$ cat src/design/assert_macros.svh
// ----------------------------------------------------------------------------
// assert_macros.svh
// Assertion macros, included by the button press detector.
// ----------------------------------------------------------------------------
`ifndef ASSERT_MACROS_SVH
`define ASSERT_MACROS_SVH

`ifndef SYNTHESIS

// Clocked check that is switched off while reset is applied.
`define ASSERT_CLK(lbl, prop, msg) \
  lbl: assert property (@(posedge clk) disable iff (!rst_n) prop) else $error(msg);

// Clocked check that also runs during reset.
`define ASSERT_RST(lbl, prop, msg) \
  lbl: assert property (@(posedge clk) prop) else $error(msg);

`else

`define ASSERT_CLK(lbl, prop, msg)
`define ASSERT_RST(lbl, prop, msg)

`endif

`endif

$ cat src/design/bslp_pkg.sv
`timescale 1ns / 1ps
// ----------------------------------------------------------------------------
// bslp_pkg
// Widths and codes shared by the button press detector and its interfaces.
// ----------------------------------------------------------------------------
package bslp_pkg;

  localparam int FIELD_BITS  = 5;
  localparam int CFG_WIDTH   = 16;
  localparam int CFG_INDEX_W = 2;
  localparam int REQ_W       = 2;
  localparam int SEL_W       = 2;

  localparam logic [REQ_W-1:0] REQ_SAMPLE = 2'd0;
  localparam logic [REQ_W-1:0] REQ_CLEAR  = 2'd1;
  localparam logic [REQ_W-1:0] REQ_QUERY  = 2'd2;

  localparam logic [SEL_W-1:0] SEL_SHORT = 2'd1;
  localparam logic [SEL_W-1:0] SEL_LONG  = 2'd2;

  localparam int SEL_BIT_SHORT = 0;
  localparam int SEL_BIT_LONG  = 1;

  localparam logic [CFG_INDEX_W-1:0] CFG_SHORT_LOW  = 2'd0;
  localparam logic [CFG_INDEX_W-1:0] CFG_SHORT_HIGH = 2'd1;
  localparam logic [CFG_INDEX_W-1:0] CFG_LONG_LOW   = 2'd2;
  localparam logic [CFG_INDEX_W-1:0] CFG_LONG_HIGH  = 2'd3;

  localparam logic [CFG_WIDTH-1:0] SHORT_LOW_RST  = 16'd5;
  localparam logic [CFG_WIDTH-1:0] SHORT_HIGH_RST = 16'd100;
  localparam logic [CFG_WIDTH-1:0] LONG_LOW_RST   = 16'd200;
  localparam logic [CFG_WIDTH-1:0] LONG_HIGH_RST  = 16'd1000;

endpackage

$ cat src/design/bslp_if.sv
`timescale 1ns / 1ps
// ----------------------------------------------------------------------------
// bslp_if
// Request and result channels of the button press detector.
// ----------------------------------------------------------------------------
interface bslp_in_if;
  import bslp_pkg::*;

  logic                  valid;
  logic                  ready;
  logic [REQ_W-1:0]      req_type;
  logic [FIELD_BITS-1:0] pin_levels;
  logic [FIELD_BITS-1:0] key_mask;
  logic [SEL_W-1:0]      press_select;

  modport source (
    output valid, req_type, pin_levels, key_mask, press_select,
    input  ready
  );
  modport sink (
    input  valid, req_type, pin_levels, key_mask, press_select,
    output ready
  );
endinterface

interface bslp_out_if;
  import bslp_pkg::*;

  logic                  valid;
  logic                  ready;
  logic                  flag_value;
  logic [FIELD_BITS-1:0] short_flags;
  logic [FIELD_BITS-1:0] long_flags;

  modport source (
    output valid, flag_value, short_flags, long_flags,
    input  ready
  );
  modport sink (
    input  valid, flag_value, short_flags, long_flags,
    output ready
  );
endinterface

$ cat src/design/button_short_long_press_detector.sv
// Path: an accepted item goes from the input register to the result register;
// it waits in the input register while an unaccepted result is held.
// Throughput: one item per cycle while results are taken; the input register and
// the result register each hold one item, so one input can be taken while a result waits.
// Reset: synchronous, active low; thresholds return to their defaults,
// counters and flags clear and every key reads as released.
`timescale 1ns / 1ps
// ----------------------------------------------------------------------------
// button_short_long_press_detector
// Sticky short-press and long-press flags for a set of active-low keys.
// ----------------------------------------------------------------------------
`include "assert_macros.svh"

module button_short_long_press_detector #(
  parameter int NUM_KEYS    = 5,
  parameter int COUNT_WIDTH = 16
) (
  input  logic                             clk,
  input  logic                             rst_n,
  bslp_in_if.sink                          in_ch,
  bslp_out_if.source                       out_ch,
  input  logic                             cfg_we,
  input  logic [bslp_pkg::CFG_INDEX_W-1:0] cfg_index,
  input  logic [bslp_pkg::CFG_WIDTH-1:0]   cfg_wdata
);
  import bslp_pkg::*;

  localparam int CMP_W = (COUNT_WIDTH > CFG_WIDTH) ? COUNT_WIDTH : CFG_WIDTH;

  typedef logic [COUNT_WIDTH-1:0] count_t;
  typedef logic [CMP_W-1:0]       cmp_t;

  typedef struct packed {
    logic [REQ_W-1:0]      req_type;
    logic [FIELD_BITS-1:0] pin_levels;
    logic [FIELD_BITS-1:0] key_mask;
    logic [SEL_W-1:0]      press_select;
  } req_item_t;

  logic [CFG_WIDTH-1:0] short_low_r, short_high_r, long_low_r, long_high_r;

  logic      s1_valid_r;
  req_item_t s1_item_r;
  logic      in_ready;
  logic      adv;

  logic                  out_valid_r;
  logic                  out_flag_r;
  logic [FIELD_BITS-1:0] out_short_r;
  logic [FIELD_BITS-1:0] out_long_r;

  logic [NUM_KEYS-1:0] last_levels_r, last_levels_nxt;
  logic [NUM_KEYS-1:0] short_flags_r, short_flags_nxt;
  logic [NUM_KEYS-1:0] long_flags_r, long_flags_nxt;
  count_t              short_cnt_r [NUM_KEYS];
  count_t              short_cnt_nxt [NUM_KEYS];
  count_t              long_cnt_r [NUM_KEYS];
  count_t              long_cnt_nxt [NUM_KEYS];
  count_t              short_inc [NUM_KEYS];
  count_t              long_inc [NUM_KEYS];
  logic [NUM_KEYS-1:0] short_ok;
  logic [NUM_KEYS-1:0] long_hit;
  logic [NUM_KEYS-1:0] pin_ext;
  logic [NUM_KEYS-1:0] mask_ext;
  logic                top_short, top_long;
  logic                flag_nxt;

  logic [FIELD_BITS-1:0] short_vis, long_vis;

  always_ff @(posedge clk) begin
    if (!rst_n) begin
      short_low_r  <= SHORT_LOW_RST;
      short_high_r <= SHORT_HIGH_RST;
      long_low_r   <= LONG_LOW_RST;
      long_high_r  <= LONG_HIGH_RST;
    end else if (cfg_we) begin
      case (cfg_index)
        CFG_SHORT_LOW:  short_low_r  <= cfg_wdata;
        CFG_SHORT_HIGH: short_high_r <= cfg_wdata;
        CFG_LONG_LOW:   long_low_r   <= cfg_wdata;
        CFG_LONG_HIGH:  long_high_r  <= cfg_wdata;
        default: ;
      endcase
    end
  end

  assign adv          = s1_valid_r && (!out_valid_r || out_ch.ready);
  assign in_ready     = !s1_valid_r || adv;
  assign in_ch.ready  = in_ready;

  always_ff @(posedge clk) begin
    if (!rst_n) begin
      s1_valid_r <= 1'b0;
    end else if (in_ready) begin
      s1_valid_r <= in_ch.valid;
    end
    if (in_ch.valid && in_ready) begin
      s1_item_r.req_type     <= in_ch.req_type;
      s1_item_r.pin_levels   <= in_ch.pin_levels;
      s1_item_r.key_mask     <= in_ch.key_mask;
      s1_item_r.press_select <= in_ch.press_select;
    end
  end

  for (genvar k = 0; k < NUM_KEYS; k++) begin : g_key
    if (k < FIELD_BITS) begin : g_in
      assign pin_ext[k]  = s1_item_r.pin_levels[k];
      assign mask_ext[k] = s1_item_r.key_mask[k];
    end else begin : g_out
      assign pin_ext[k]  = 1'b1;
      assign mask_ext[k] = 1'b0;
    end
  end

  for (genvar b = 0; b < FIELD_BITS; b++) begin : g_vis
    if (b < NUM_KEYS) begin : g_key_bit
      assign short_vis[b] = short_flags_nxt[b];
      assign long_vis[b]  = long_flags_nxt[b];
    end else begin : g_pad
      assign short_vis[b] = 1'b0;
      assign long_vis[b]  = 1'b0;
    end
  end

  always_comb begin
    for (int k = 0; k < NUM_KEYS; k++) begin
      short_inc[k] = (short_cnt_r[k] == '1) ? short_cnt_r[k]
                                            : short_cnt_r[k] + COUNT_WIDTH'(1);
      long_inc[k]  = (long_cnt_r[k] == '1) ? long_cnt_r[k]
                                           : long_cnt_r[k] + COUNT_WIDTH'(1);
      short_ok[k]  = (cmp_t'(short_low_r) < cmp_t'(short_cnt_r[k])) &&
                     (cmp_t'(short_cnt_r[k]) < cmp_t'(short_high_r));
      long_hit[k]  = (cmp_t'(long_low_r) < cmp_t'(long_inc[k])) &&
                     (cmp_t'(long_inc[k]) < cmp_t'(long_high_r));
    end
  end

  always_comb begin
    last_levels_nxt = last_levels_r;
    short_flags_nxt = short_flags_r;
    long_flags_nxt  = long_flags_r;
    short_cnt_nxt   = short_cnt_r;
    long_cnt_nxt    = long_cnt_r;
    top_short       = 1'b0;
    top_long        = 1'b0;
    flag_nxt        = 1'b0;
    case (s1_item_r.req_type)
      REQ_SAMPLE: begin
        for (int k = 0; k < NUM_KEYS; k++) begin
          if (pin_ext[k] && !last_levels_r[k]) begin
            if (short_ok[k] && !long_flags_r[k]) begin
              short_flags_nxt[k] = 1'b1;
            end
            short_cnt_nxt[k] = '0;
          end else if (!pin_ext[k] && last_levels_r[k]) begin
            short_cnt_nxt[k] = '0;
          end else if (!pin_ext[k] && !last_levels_r[k]) begin
            short_cnt_nxt[k] = short_inc[k];
            if (long_hit[k]) begin
              long_flags_nxt[k] = 1'b1;
              long_cnt_nxt[k]   = '0;
            end else begin
              long_cnt_nxt[k] = long_inc[k];
            end
          end
          last_levels_nxt[k] = pin_ext[k];
        end
      end
      REQ_CLEAR: begin
        for (int k = 0; k < NUM_KEYS; k++) begin
          if (mask_ext[k]) begin
            if (s1_item_r.press_select[SEL_BIT_SHORT]) begin
              short_flags_nxt[k] = 1'b0;
              short_cnt_nxt[k]   = '0;
              last_levels_nxt[k] = 1'b1;
            end
            if (s1_item_r.press_select[SEL_BIT_LONG]) begin
              long_flags_nxt[k] = 1'b0;
              long_cnt_nxt[k]   = '0;
            end
          end
        end
      end
      REQ_QUERY: begin
        for (int k = 0; k < NUM_KEYS; k++) begin
          if (mask_ext[k]) begin
            top_short = short_flags_r[k];
            top_long  = long_flags_r[k];
          end
        end
        if (s1_item_r.press_select == SEL_SHORT) begin
          flag_nxt = top_short;
        end else if (s1_item_r.press_select == SEL_LONG) begin
          flag_nxt = top_long;
        end
      end
      default: ;
    endcase
  end

  always_ff @(posedge clk) begin
    if (!rst_n) begin
      last_levels_r <= '1;
      short_flags_r <= '0;
      long_flags_r  <= '0;
      for (int k = 0; k < NUM_KEYS; k++) begin
        short_cnt_r[k] <= '0;
        long_cnt_r[k]  <= '0;
      end
    end else if (adv) begin
      last_levels_r <= last_levels_nxt;
      short_flags_r <= short_flags_nxt;
      long_flags_r  <= long_flags_nxt;
      short_cnt_r   <= short_cnt_nxt;
      long_cnt_r    <= long_cnt_nxt;
    end
  end

  always_ff @(posedge clk) begin
    if (!rst_n) begin
      out_valid_r <= 1'b0;
    end else if (adv) begin
      out_valid_r <= 1'b1;
    end else if (out_ch.ready) begin
      out_valid_r <= 1'b0;
    end
    if (adv) begin
      out_flag_r  <= flag_nxt;
      out_short_r <= short_vis;
      out_long_r  <= long_vis;
    end
  end

  assign out_ch.valid       = out_valid_r;
  assign out_ch.flag_value  = out_flag_r;
  assign out_ch.short_flags = out_short_r;
  assign out_ch.long_flags  = out_long_r;

  `ASSERT_RST(a_no_result_after_reset, !rst_n |=> !out_valid_r,
              "result valid directly after reset")
  `ASSERT_CLK(a_flag_only_on_query,
              adv && (s1_item_r.req_type != REQ_QUERY) |=> !out_flag_r,
              "flag value set for an item that is not a query")
  `ASSERT_CLK(a_long_set_only_by_sample,
              adv && (s1_item_r.req_type != REQ_SAMPLE) |=>
              ((long_flags_r & ~$past(long_flags_r)) == '0),
              "long flag raised by an item that is not a sample tick")
  `ASSERT_CLK(a_sample_keeps_flags,
              adv && (s1_item_r.req_type == REQ_SAMPLE) |=>
              ((($past(short_flags_r) & ~short_flags_r) == '0) &&
               (($past(long_flags_r) & ~long_flags_r) == '0)),
              "sample tick cleared a sticky flag")

endmodule
$ cat src/flat_wrapper.sv
// flat-port wrapper written by rule: the top's interface ports become plain ports
module button_short_long_press_detector_flat import bslp_pkg::*;
#(
  parameter int NUM_KEYS    = 5,
  parameter int COUNT_WIDTH = 16
)
  (clk, rst_n, cfg_we, cfg_index, cfg_wdata, in_ch_valid, in_ch_req_type, in_ch_pin_levels, in_ch_key_mask, in_ch_press_select, in_ch_ready, out_ch_valid, out_ch_flag_value, out_ch_short_flags, out_ch_long_flags, out_ch_ready);
  bslp_in_if in_ch_i ();
  bslp_out_if out_ch_i ();
  input  logic clk;
  input  logic rst_n;
  input  logic cfg_we;
  input  logic [bslp_pkg::CFG_INDEX_W-1:0] cfg_index;
  input  logic [bslp_pkg::CFG_WIDTH-1:0] cfg_wdata;
  input wire logic [$bits(in_ch_i.valid)-1:0] in_ch_valid;
  input wire logic [$bits(in_ch_i.req_type)-1:0] in_ch_req_type;
  input wire logic [$bits(in_ch_i.pin_levels)-1:0] in_ch_pin_levels;
  input wire logic [$bits(in_ch_i.key_mask)-1:0] in_ch_key_mask;
  input wire logic [$bits(in_ch_i.press_select)-1:0] in_ch_press_select;
  output wire logic [$bits(in_ch_i.ready)-1:0] in_ch_ready;
  output wire logic [$bits(out_ch_i.valid)-1:0] out_ch_valid;
  output wire logic [$bits(out_ch_i.flag_value)-1:0] out_ch_flag_value;
  output wire logic [$bits(out_ch_i.short_flags)-1:0] out_ch_short_flags;
  output wire logic [$bits(out_ch_i.long_flags)-1:0] out_ch_long_flags;
  input wire logic [$bits(out_ch_i.ready)-1:0] out_ch_ready;
  assign in_ch_i.valid = in_ch_valid;
  assign in_ch_i.req_type = in_ch_req_type;
  assign in_ch_i.pin_levels = in_ch_pin_levels;
  assign in_ch_i.key_mask = in_ch_key_mask;
  assign in_ch_i.press_select = in_ch_press_select;
  assign in_ch_ready = in_ch_i.ready;
  assign out_ch_valid = out_ch_i.valid;
  assign out_ch_flag_value = out_ch_i.flag_value;
  assign out_ch_short_flags = out_ch_i.short_flags;
  assign out_ch_long_flags = out_ch_i.long_flags;
  assign out_ch_i.ready = out_ch_ready;
  button_short_long_press_detector #(.NUM_KEYS(NUM_KEYS), .COUNT_WIDTH(COUNT_WIDTH)) u_core (.clk(clk), .rst_n(rst_n), .in_ch(in_ch_i), .out_ch(out_ch_i), .cfg_we(cfg_we), .cfg_index(cfg_index), .cfg_wdata(cfg_wdata));
endmodule
$ cat config.mk
export PLATFORM = sky130hd
export DESIGN_NAME = button_short_long_press_detector_flat
export DESIGN_NICKNAME = d
export VERILOG_FILES = /design/src/design/bslp_pkg.sv /design/src/design/bslp_if.sv /design/src/design/button_short_long_press_detector.sv /design/src/flat_wrapper.sv
export VERILOG_INCLUDE_DIRS = /design/src /design/src/design
export SDC_FILE = /design/constraint.sdc
export NUM_CORES = 1
export LEC_CHECK = 0
export CORE_MARGIN = 2
export CORE_UTILIZATION = 44
export CTS_CLUSTER_DIAMETER = 40
export DETAILED_ROUTE_END_ITERATION = 8
export DONT_BUFFER_PORTS = 1
export PLACE_DENSITY = 0.61
export SLEW_MARGIN = 10
export SYNTH_ARGS = -nofsm -noshare
export SYNTH_HDL_FRONTEND = slang
export SYNTH_SLANG_ARGS = --single-unit
$ cat constraint.sdc
create_clock -name clk -period 12.1 [get_ports clk]
set_input_delay 2.42 -clock clk [delete_from_list [all_inputs] [get_ports clk]]
set_output_delay 2.42 -clock clk [all_outputs]
set_load 0.1 [all_outputs]
==> results of run 1 <==
## layer usage
| layer | GRT usage | wire, microns | vias to the layer above |
|---|---|---|---|
| met2 | 0.434 | 29800 | 747 |
| met5 | 0 | 0 | - |
| met3 | 0.0620 | 6130 | 144 |
| met4 | 0.107 | 2420 | 0 |
| li1 | - | - | 9411 |
| met1 | 0.376 | 30200 | 9411 |
## cell usage after synthesis (11+ instances only)
master     number
nor3_1         58
edfxtp_1       25
nand3b_1       15
o21ai_0       134
nand2_1       315
a22o_1         11
and4_1         15
a31oi_1        23
dfxtp_1       241
a211oi_1       18
or2_2          18
o31ai_1        12
nor4_1         13
ha_1          325
nand2b_1       22
and3_1         43
a21oi_1       227
clkbuf_1       72
o211ai_1       31
a32oi_1        13
xor2_1         30
nand4_1        86
o2111ai_1      14
nor2_1        174
a21o_1         64
o21a_1         22
inv_1         218
or3_1          17
nor2b_1        19
nand3_1       133
and2_1         14
xnor2_1        30
## cell type report
cell class | count | area, sq um | share of cell area
clock buffers | 57 | 1330 | 0.0585
clock inverters | 38 | 418 | 0.0184
well taps | 607 | 759 | 0.0334
repair buffers | 15 | 113 | 0.00496
inverters | 219 | 827 | 0.0364
flip-flops and latches | 266 | 5580 | 0.246
multi-input cells | 2025 | 13700 | 0.603
## state kept, by name (all words and copies together), names as in the netlist
name / flops
u_core.mask_ext: 5
u_core.out_ch.long_flags: 5
u_core.out_ch.short_flags: 5
u_core.long_flags_r: 5
u_core.last_levels_r: 5
u_core.long_cnt_r: 80
u_core.out_ch.flag_value: 1
u_core.short_high_r: 16
u_core.pin_ext: 5
u_core.short_low_r: 16
u_core.short_flags_r: 5
u_core.out_ch.valid: 1
u_core.short_cnt_r: 80
u_core.s1_valid_r: 1
u_core.long_high_r: 16
u_core.long_low_r: 16
u_core.s1_item_r: 4
## stage by stage
step / utilization / setup slack, ns / std cells / hold slack [ns]
finish: 0.491 / 6.41 / 3227 / 0.455
detailed placement: 0.453 / 6.40 / 3132 / 0.446
global placement: 0.453 / 6.42 / 3132 / 0.441
global route: 0.491 / 6.35 / 3227 / 0.469
CTS: 0.491 / 6.40 / 3227 / 0.454
floorplan: - / 6.49 / 2604 / 0.436
## worst paths after layout
kind | start | to | cells after the start
worst max-delay path | out_ch_ready | in_ch_ready | 2
worst min register to register | u_core.long_high_r[1] | u_core.long_high_r[1] | 2
worst max register to register | u_core.long_cnt_r[64] | u_core.long_cnt_r[79] | 15
worst min-delay path | u_core.long_high_r[1] | u_core.long_high_r[1] | 2
## kinds of logic (layout without fill, tap and decap cells)
kind of cell	Yosys count	count (layout)	synth area share
xor+xnor	60	60	0.0257
buf+inv	313	329	0.0596
simple gates	990	990	0.243
fa+ha+maj	325	325	0.199
mux	5	5	0.00257
compound gates	645	645	0.198
flops	266	266	0.272
## report_power, final
part           internal, mW  switching (mW)  total [mW]
Sequential            0.904          0.0399       0.944
Combinational        0.0748           0.146       0.221
Clock                 0.899           0.563        1.46
==> metrics.txt, run 1 <==
routed vias=19.7k; crit path DAT=3.27 ns; Setup Buffers After CTS=0; I/O Buffers=0; Antenna Nets Post-Route=0; leading area contributor after synthesis=dfxtp_1; Leakage=9.47 nW; total negative slack=0 ns; Cells after Synth=2604; Die ar.=48200 sq um; routed wire length=68500 microns; fmax=176 MHz; area fraction of the dominant cell type after synthesis=0.236; Starting Density=0.442; GR Util All Layers=0.279; Synth Net Count=2966; GR Overflow Total=0; Crit. End Element=primary output; slowest cell delay on critical path=0.63 ns; Slew Viols, Final=0; pwr dens=116 nW/um^2; Post-DP HPWL=49200 microns; DRC=0; post-layout net count=2940; Hold Crit Class=reg -> reg; post-route cell area=22700 sq um; Row Count=79; CTS Buf Count=51; Worst Setup Start Kind=input port; TritonCTS clock tree=built; Req. time, crit path=9.68 ns; clock latency on the worst-skew pair=0.62 ns; number of antenna violations at the first check in global routing=0; Layout area overhead=11.0%; drt wl/cell=21.2 microns; maxcap violations=0; pin count of the biggest net entering global routing=99; critical path class=in -> out; Clock Sinks=266; Layout Skew=0.0280 ns; maximum VDD drop=136 uV; core area=46300 sq um; clk buf depth=3; relative slew slack=0.197; CP max-delay cell=nand2_1; vias in the first global route=18.4k; run status=completed; Via density=6.11; post-synth cell types=83; total power=2.63 mW; Warnings, synthesis=0; RSZ-0062 raised after global routing=false; ANT cells=0; Post-synth EDFFs=25; post-layout minimum cycle time=5.69 ns; die width=220 microns; sequential area share after synthesis=0.272; clk root buf=clkbuf_16; 1st-pass router iterations=5; die span in y=220 microns; post-synthesis async set-or-reset flop share=0; critical path peak fanout=4; ys flop type=dfxtp_1; final setup vio count=0; CTS H-tree lvls=2; layout cells sized above 1=0.0607; Fill cells=4408; critical path buffer and inverter count=0; period utilization=0.471; final hold viol count=0; DP Area=21000 sq um; Initial DRC Count=1758; Top Ports=50; Syn Area/Cell=7.86 sq um; mapped cell area=20500 sq um; Top delay family on crit path=simple AND/OR/NAND/NOR gates; worst path cell trace=nor2b_1 > nand2_1; first-pass GRT wire length=104000 microns; most frequent cells in the layout=325 x ha_1, 315 x nand2_1, 241 x dfxtp_1; synthesized flop and latch total=266; GPL Wtd Cong=0.909; measured slew at the worst slew-check pin=1.20 ns; CTS clk-pin slew, worst paths=0.06 ns; Post-CTS Resized=0; Area contributors post-synth=dfxtp_1 24%, ha_1 20%, nand2_1 5.8%; cts hold-fix bufs=0; most common cell after layout, fill and taps aside=ha_1; Worst R2R Setup Slack=7.15 ns
(Power assumes the default switching activity.)
==> inputs of run 2 (changes only) <==
--- a/config.mk
+++ b/config.mk
@@ -6,6 +6,7 @@
 export SDC_FILE = /design/constraint.sdc
 export NUM_CORES = 1
 export LEC_CHECK = 0
+export ABC_AREA = 1
 export CORE_MARGIN = 2
 export CORE_UTILIZATION = 44
 export CTS_CLUSTER_DIAMETER = 40
==> constraint.sdc (replaced) <==
create_clock -name clk -period 5.3 [get_ports clk]
set_input_delay 1.06 -clock clk [delete_from_list [all_inputs] [get_ports clk]]
set_output_delay 1.06 -clock clk [all_outputs]
set_load 0.1 [all_outputs]
==> metrics.txt, run 2 <==
number of antenna violations at the first check in global routing=0; Critical Path End=in_ch_ready; sequential area share after synthesis=0.270; synthesized flop and latch total=266; ANT cells=0; Slew Viols, Final=0; Warnings, synthesis=0; area fraction of the dominant cell type after synthesis=0.234; TritonCTS clock tree=built; period utilization=0.703; CTS H-tree lvls=2; final setup vio count=0; Post-CTS Resized=0; fmax=268 MHz; mapped cell area=20600 sq um; most frequent cells in the layout=565 x nand2_1, 434 x inv_1, 325 x ha_1; Crit. Startpoint=u_core.out_ch.valid; Worst R2R Setup Slack=1.65 ns; Min Hold Slack=0.488 ns; measured slew at the worst slew-check pin=1.14 ns; final hold viol count=0; Via density=5.54; core area=46500 sq um; Req. time, crit path=4.24 ns; Initial DRC Count=1636; post-layout minimum cycle time=3.72 ns; Die ar.=48600 sq um; post-synth cell types=65; total negative slack=0 ns; layout cells sized above 1=0.0583; post-layout net count=3339; Worst R2R Path Depth=23; post-synthesis async set-or-reset flop share=0; die span in y=221 microns; Antenna Nets Post-Route=0; I/O Buffers=0; clock latency on the worst-skew pair=0.60 ns; slowest cell delay on critical path=1.07 ns; die width=221 microns; top-count cell post-synth=nand2_1; critical path peak fanout=3; crit path DAT=2.66 ns; final worst slack=1.58 ns; Largest regs=u_core.long_cnt_r: 80 flops, u_core.short_cnt_r: 80 flops; maximum VDD drop=251 uV; Row Count=79; Worst Setup Start Kind=flip-flop; pwr dens=271 nW/um^2; vias in the first global route=18.8k; most common cell after layout, fill and taps aside=nand2_1; leading area contributor after synthesis=dfxtp_1; run status=completed; pin count of the biggest net entering global routing=107; worst path cell trace=nand3_1; routed wire length=63200 microns; RSZ-0062 raised after global routing=false; r2r endpoint=u_core.long_cnt_r[10]; CTS Buf Count=53; cts hold-fix bufs=0; worst reg2reg startpoint=u_core.long_cnt_r[0]; Synth Net Count=3337; critical path class=reg -> out; first-pass GRT wire length=99500 microns; DRC=0; critical path buffer and inverter count=0; Clock Sinks=266; Leakage=10.1 nW; Layout Skew=0.0146 ns; clk root buf=clkbuf_16; 1st-pass router iterations=6; Crit path depth=1; post-layout util=0.494; Post-synth EDFFs=25; ys flop type=dfxtp_1; GR Overflow Total=0; Starting Density=0.444; Cells after Synth=2975; GPL Wtd Cong=0.918; Top delay family on crit path=simple AND/OR/NAND/NOR gates; Crit. End Element=primary output; Setup Buffers After CTS=0; Syn Area/Cell=6.93 sq um; total power=6.23 mW; drt wl/cell=17.4 microns; clk buf depth=3; placed cells=3529; Hold Crit Class=reg -> reg; relative slew slack=0.238; CP max-delay cell=nand3_1; top post-synthesis cells by count=565 x nand2_1, 434 x inv_1, 325 x ha_1; Layout area overhead=11.3%; CTS clk-pin slew, worst paths=0.06 ns; Top Ports=50; post-route cell area=23000 sq um; Placement Setup Slack=1.66 ns; DP Area=21100 sq um; Post-DP HPWL=47800 microns; routed vias=20.1k; GR Util All Layers=0.262; post-route non-filler standard cell count=3628; Area contributors post-synth=dfxtp_1 23%, ha_1 20%, nand2_1 10%; maxcap violations=0
[run 2: worst register-to-register path, delay by kind of cell, from the launching register on]
kind	cells	cell delay, ns
buffers and inverters	2	0.10
flip-flops	1	0.34
AND/OR/NAND/NOR	17	2.30
AO/OA/AOI/OAI	2	0.23
adder cells (fa/ha/maj)	2	0.51
[run 2: cell type report]
cell class              instances  area (sq um)
repair buffers                  6          45.0
inverters                     451          1700
fillers                      4600         23500
well taps                     607           759
multi-input cells            2199         13100
clock buffers                  60          1400
clock inverters                39           425
flip-flops and latches        266          5580
[run 2: how the worst min path moves through the flow]
stage / startpoint / endpoint / slack [ns] / cells past startpoint
6_report: u_core.long_cnt_r[12] / u_core.long_cnt_r[12] / 0.49 / 2
5_1_grt: u_core.long_cnt_r[12] / u_core.long_cnt_r[12] / 0.51 / 2
4_1_cts: u_core.long_cnt_r[11] / u_core.long_cnt_r[11] / 0.48 / 2
3_5_place_dp: u_core.long_cnt_r[12] / u_core.long_cnt_r[12] / 0.47 / 2
3_3_place_gp: u_core.long_cnt_r[11] / u_core.long_cnt_r[11] / 0.47 / 2
2_1_floorplan: u_core.last_levels_r[0] / u_core.last_levels_r[0] / 0.45 / 2
[run 2: logic make-up (layout without fill, tap and decap cells)]
group | after synthesis | count (layout) | share of synthesized area
AND/OR/NAND/NOR | 1253 | 1253 | 0.264
XOR/XNOR | 39 | 39 | 0.0169
AO/OA/AOI/OAI | 582 | 582 | 0.155
flip-flops | 266 | 266 | 0.270
adder cells (fa/ha/maj) | 325 | 325 | 0.197
buffers and inverters | 510 | 556 | 0.0967
[run 2: per-layer routing]
| metal | global-route usage | vias to the layer above | share of wire |
|---|---|---|---|
| met5 | 0 | - | 0 |
| met4 | 0.0851 | 0 | 0.031 |
| met3 | 0.0513 | 115 | 0.069 |
| met2 | 0.418 | 609 | 0.43 |
| met1 | 0.355 | 9367 | 0.47 |
| li1 | - | 10000 | - |
[run 2: power breakdown]
group,leakage (nW),switching [mW],internal [mW]
clock,0.901,1.31,2.11
sequential,2.19,0.109,2.08
combinational,7.03,0.417,0.200
==> inputs of run 3 (changes only) <==
==> constraint.sdc (replaced) <==
create_clock -name clk -period 3.7 [get_ports clk]
set_input_delay 0.74 -clock clk [delete_from_list [all_inputs] [get_ports clk]]
set_output_delay 0.74 -clock clk [all_outputs]
set_load 0.1 [all_outputs]
==> metrics.txt, run 3 (synthesized netlist as in run 2, its figures left out) <==
Initial DRC Count=1502; core area=46500 sq um; maxcap violations=0; Int Power=6.86 mW; routed wire length=65100 microns; GPL Wtd Cong=0.902; TritonCTS clock tree=built; Clk pwr share=0.573; switch share=0.283; sequential power share=0.328; DRC=0; post-layout net count=3365; Antenna Nets Post-Route=0; GR Util All Layers=0.266; I/O Buffers=0; most common cell after layout, fill and taps aside=nand2_1; Slew Viols, Final=0; final hold viol count=0; post-layout util=0.505; Switching Power=2.71 mW; vias in the first global route=18.7k; run status=completed; relative slew slack=0.316; GR Overflow Total=0; post-route non-filler standard cell count=3660; first-pass GRT wire length=101000 microns; final worst slack=0.262 ns; Req. time, crit path=4.18 ns; Placement Setup Slack=0.134 ns; Post-DP HPWL=48900 microns; clk buf depth=3; Layout area overhead=13.7%; clock latency on the worst-skew pair=0.61 ns; Via density=5.51; Row Count=79; final setup vio count=0; number of antenna violations at the first check in global routing=1; post-layout minimum cycle time=3.44 ns; most frequent cells in the layout=563 x nand2_1, 434 x inv_1, 324 x ha_1; Top Ports=50; crit path DAT=3.92 ns; clk root buf=clkbuf_16; post-route cell area=23500 sq um; Clock Sinks=266; pin count of the biggest net entering global routing=107; Gate power share=0.099; die span in y=221 microns; period utilization=0.929; routed vias=20.2k; Worst Setup Start Kind=flip-flop; Hold Crit Class=in -> reg; fmax=291 MHz; critical path class=reg -> reg; ANT cells=0; DP Area=21300 sq um; CTS Buf Count=59; Leakage=10.3 nW; CTS H-tree lvls=2; Largest regs=u_core.long_cnt_r: 80 flops, u_core.short_cnt_r: 80 flops; drt wl/cell=17.8 microns; measured slew at the worst slew-check pin=1.03 ns; CTS clk-pin slew, worst paths=0.05 ns; Worst R2R Setup Slack=0.26 ns; critical path peak fanout=8; die width=221 microns; Starting Density=0.444; layout cells sized above 1=0.0724; 1st-pass router iterations=8; Die ar.=48600 sq um; maximum VDD drop=611 uV; total power=9.57 mW; pwr dens=408 nW/um^2; Layout Skew=0.0178 ns; Crit. End Element=flip-flop; placed cells=3546
-- run 3: changes by cell type in the layout (fill, tap and decap cells not counted), sizes merged --
cell,delta
inv,-4
nand3,+2
bufinv,+4
clkinvlp,+6
clkbuf,+6
buf,+18
-- run 3: through the flow --
step,TNS [ns],hold slack [ns]
finish,0,0.221
global route,-0.330,0.194
detailed placement,0,0.473
floorplan,0,0.454
CTS,0,0.191
global placement,0,0.464
-- run 3: what timing repair did --
action / in CTS / in global routing
buffers inserted: 0 / 1
hold buffers: 0 / 0
gates resized for setup: 0 / 24
endpoints found under the setup margin: 0 / 84
-- run 3: worst paths after layout --
path,start,endpoint,cells past startpoint
setup reg to reg,u_core.long_cnt_r[0],u_core.long_cnt_r[13],22
setup / recovery,u_core.long_cnt_r[0],u_core.long_cnt_r[13],22
hold reg to reg,u_core.long_cnt_r[75],u_core.long_cnt_r[75],2
hold / removal,in_ch_key_mask[1],u_core.mask_ext[1],0
-- run 3: power by group through the flow --
stage	registers (mW)	clock network [mW]	logic [mW]
4_1_cts	3.13	5.55	0.903
3_3_place_gp	3.19	0	0.869
2_1_floorplan	3.14	0	0.686
6_report	3.14	5.49	0.944
3_5_place_dp	3.19	0	0.897
5_1_grt	3.14	5.70	1.06
-- run 3: cell type report --
class,instances,area (sq um)
Fill cell,4592,23000
Inverter,451,1700
Sequential cell,266,5580
Multi-Input combinational cell,2201,13200
Tap cell,607,759
Clock inverter,45,499
Timing Repair Buffer,24,193
Clock buffer,66,1570
-- run 3: worst max-delay path, cell delays in order, from the launching register on --
cell and delay, ns:
dfxtp_1 0.39, ha_1 0.21, nand2_1 0.08, nor2_1 0.12, nand2_2 0.12, nor2_1 0.12
inv_1 0.05, nor2_2 0.11, inv_2 0.05, nor2_2 0.08, nand2_1 0.10, nor2_2 0.12
nand2_1 0.10, xnor2_2 0.20, ha_1 0.28, nand4_1 0.14, a21oi_1 0.07, nor4_1 0.24
nand2_1 0.16, nor2_4 0.23, nand3_4 0.17, nand3_1 0.12, a21oi_1 0.06
-- run 3: per-layer routing --
metal  vias to the layer above  global-route usage  wire length [microns]
li1                      10100                   -                      -
met1                      9459               0.363                  30400
met2                       568               0.428                  28800
met3                       105              0.0489                   4230
met4                         2              0.0749                   1650
met5                         -                   0                     14
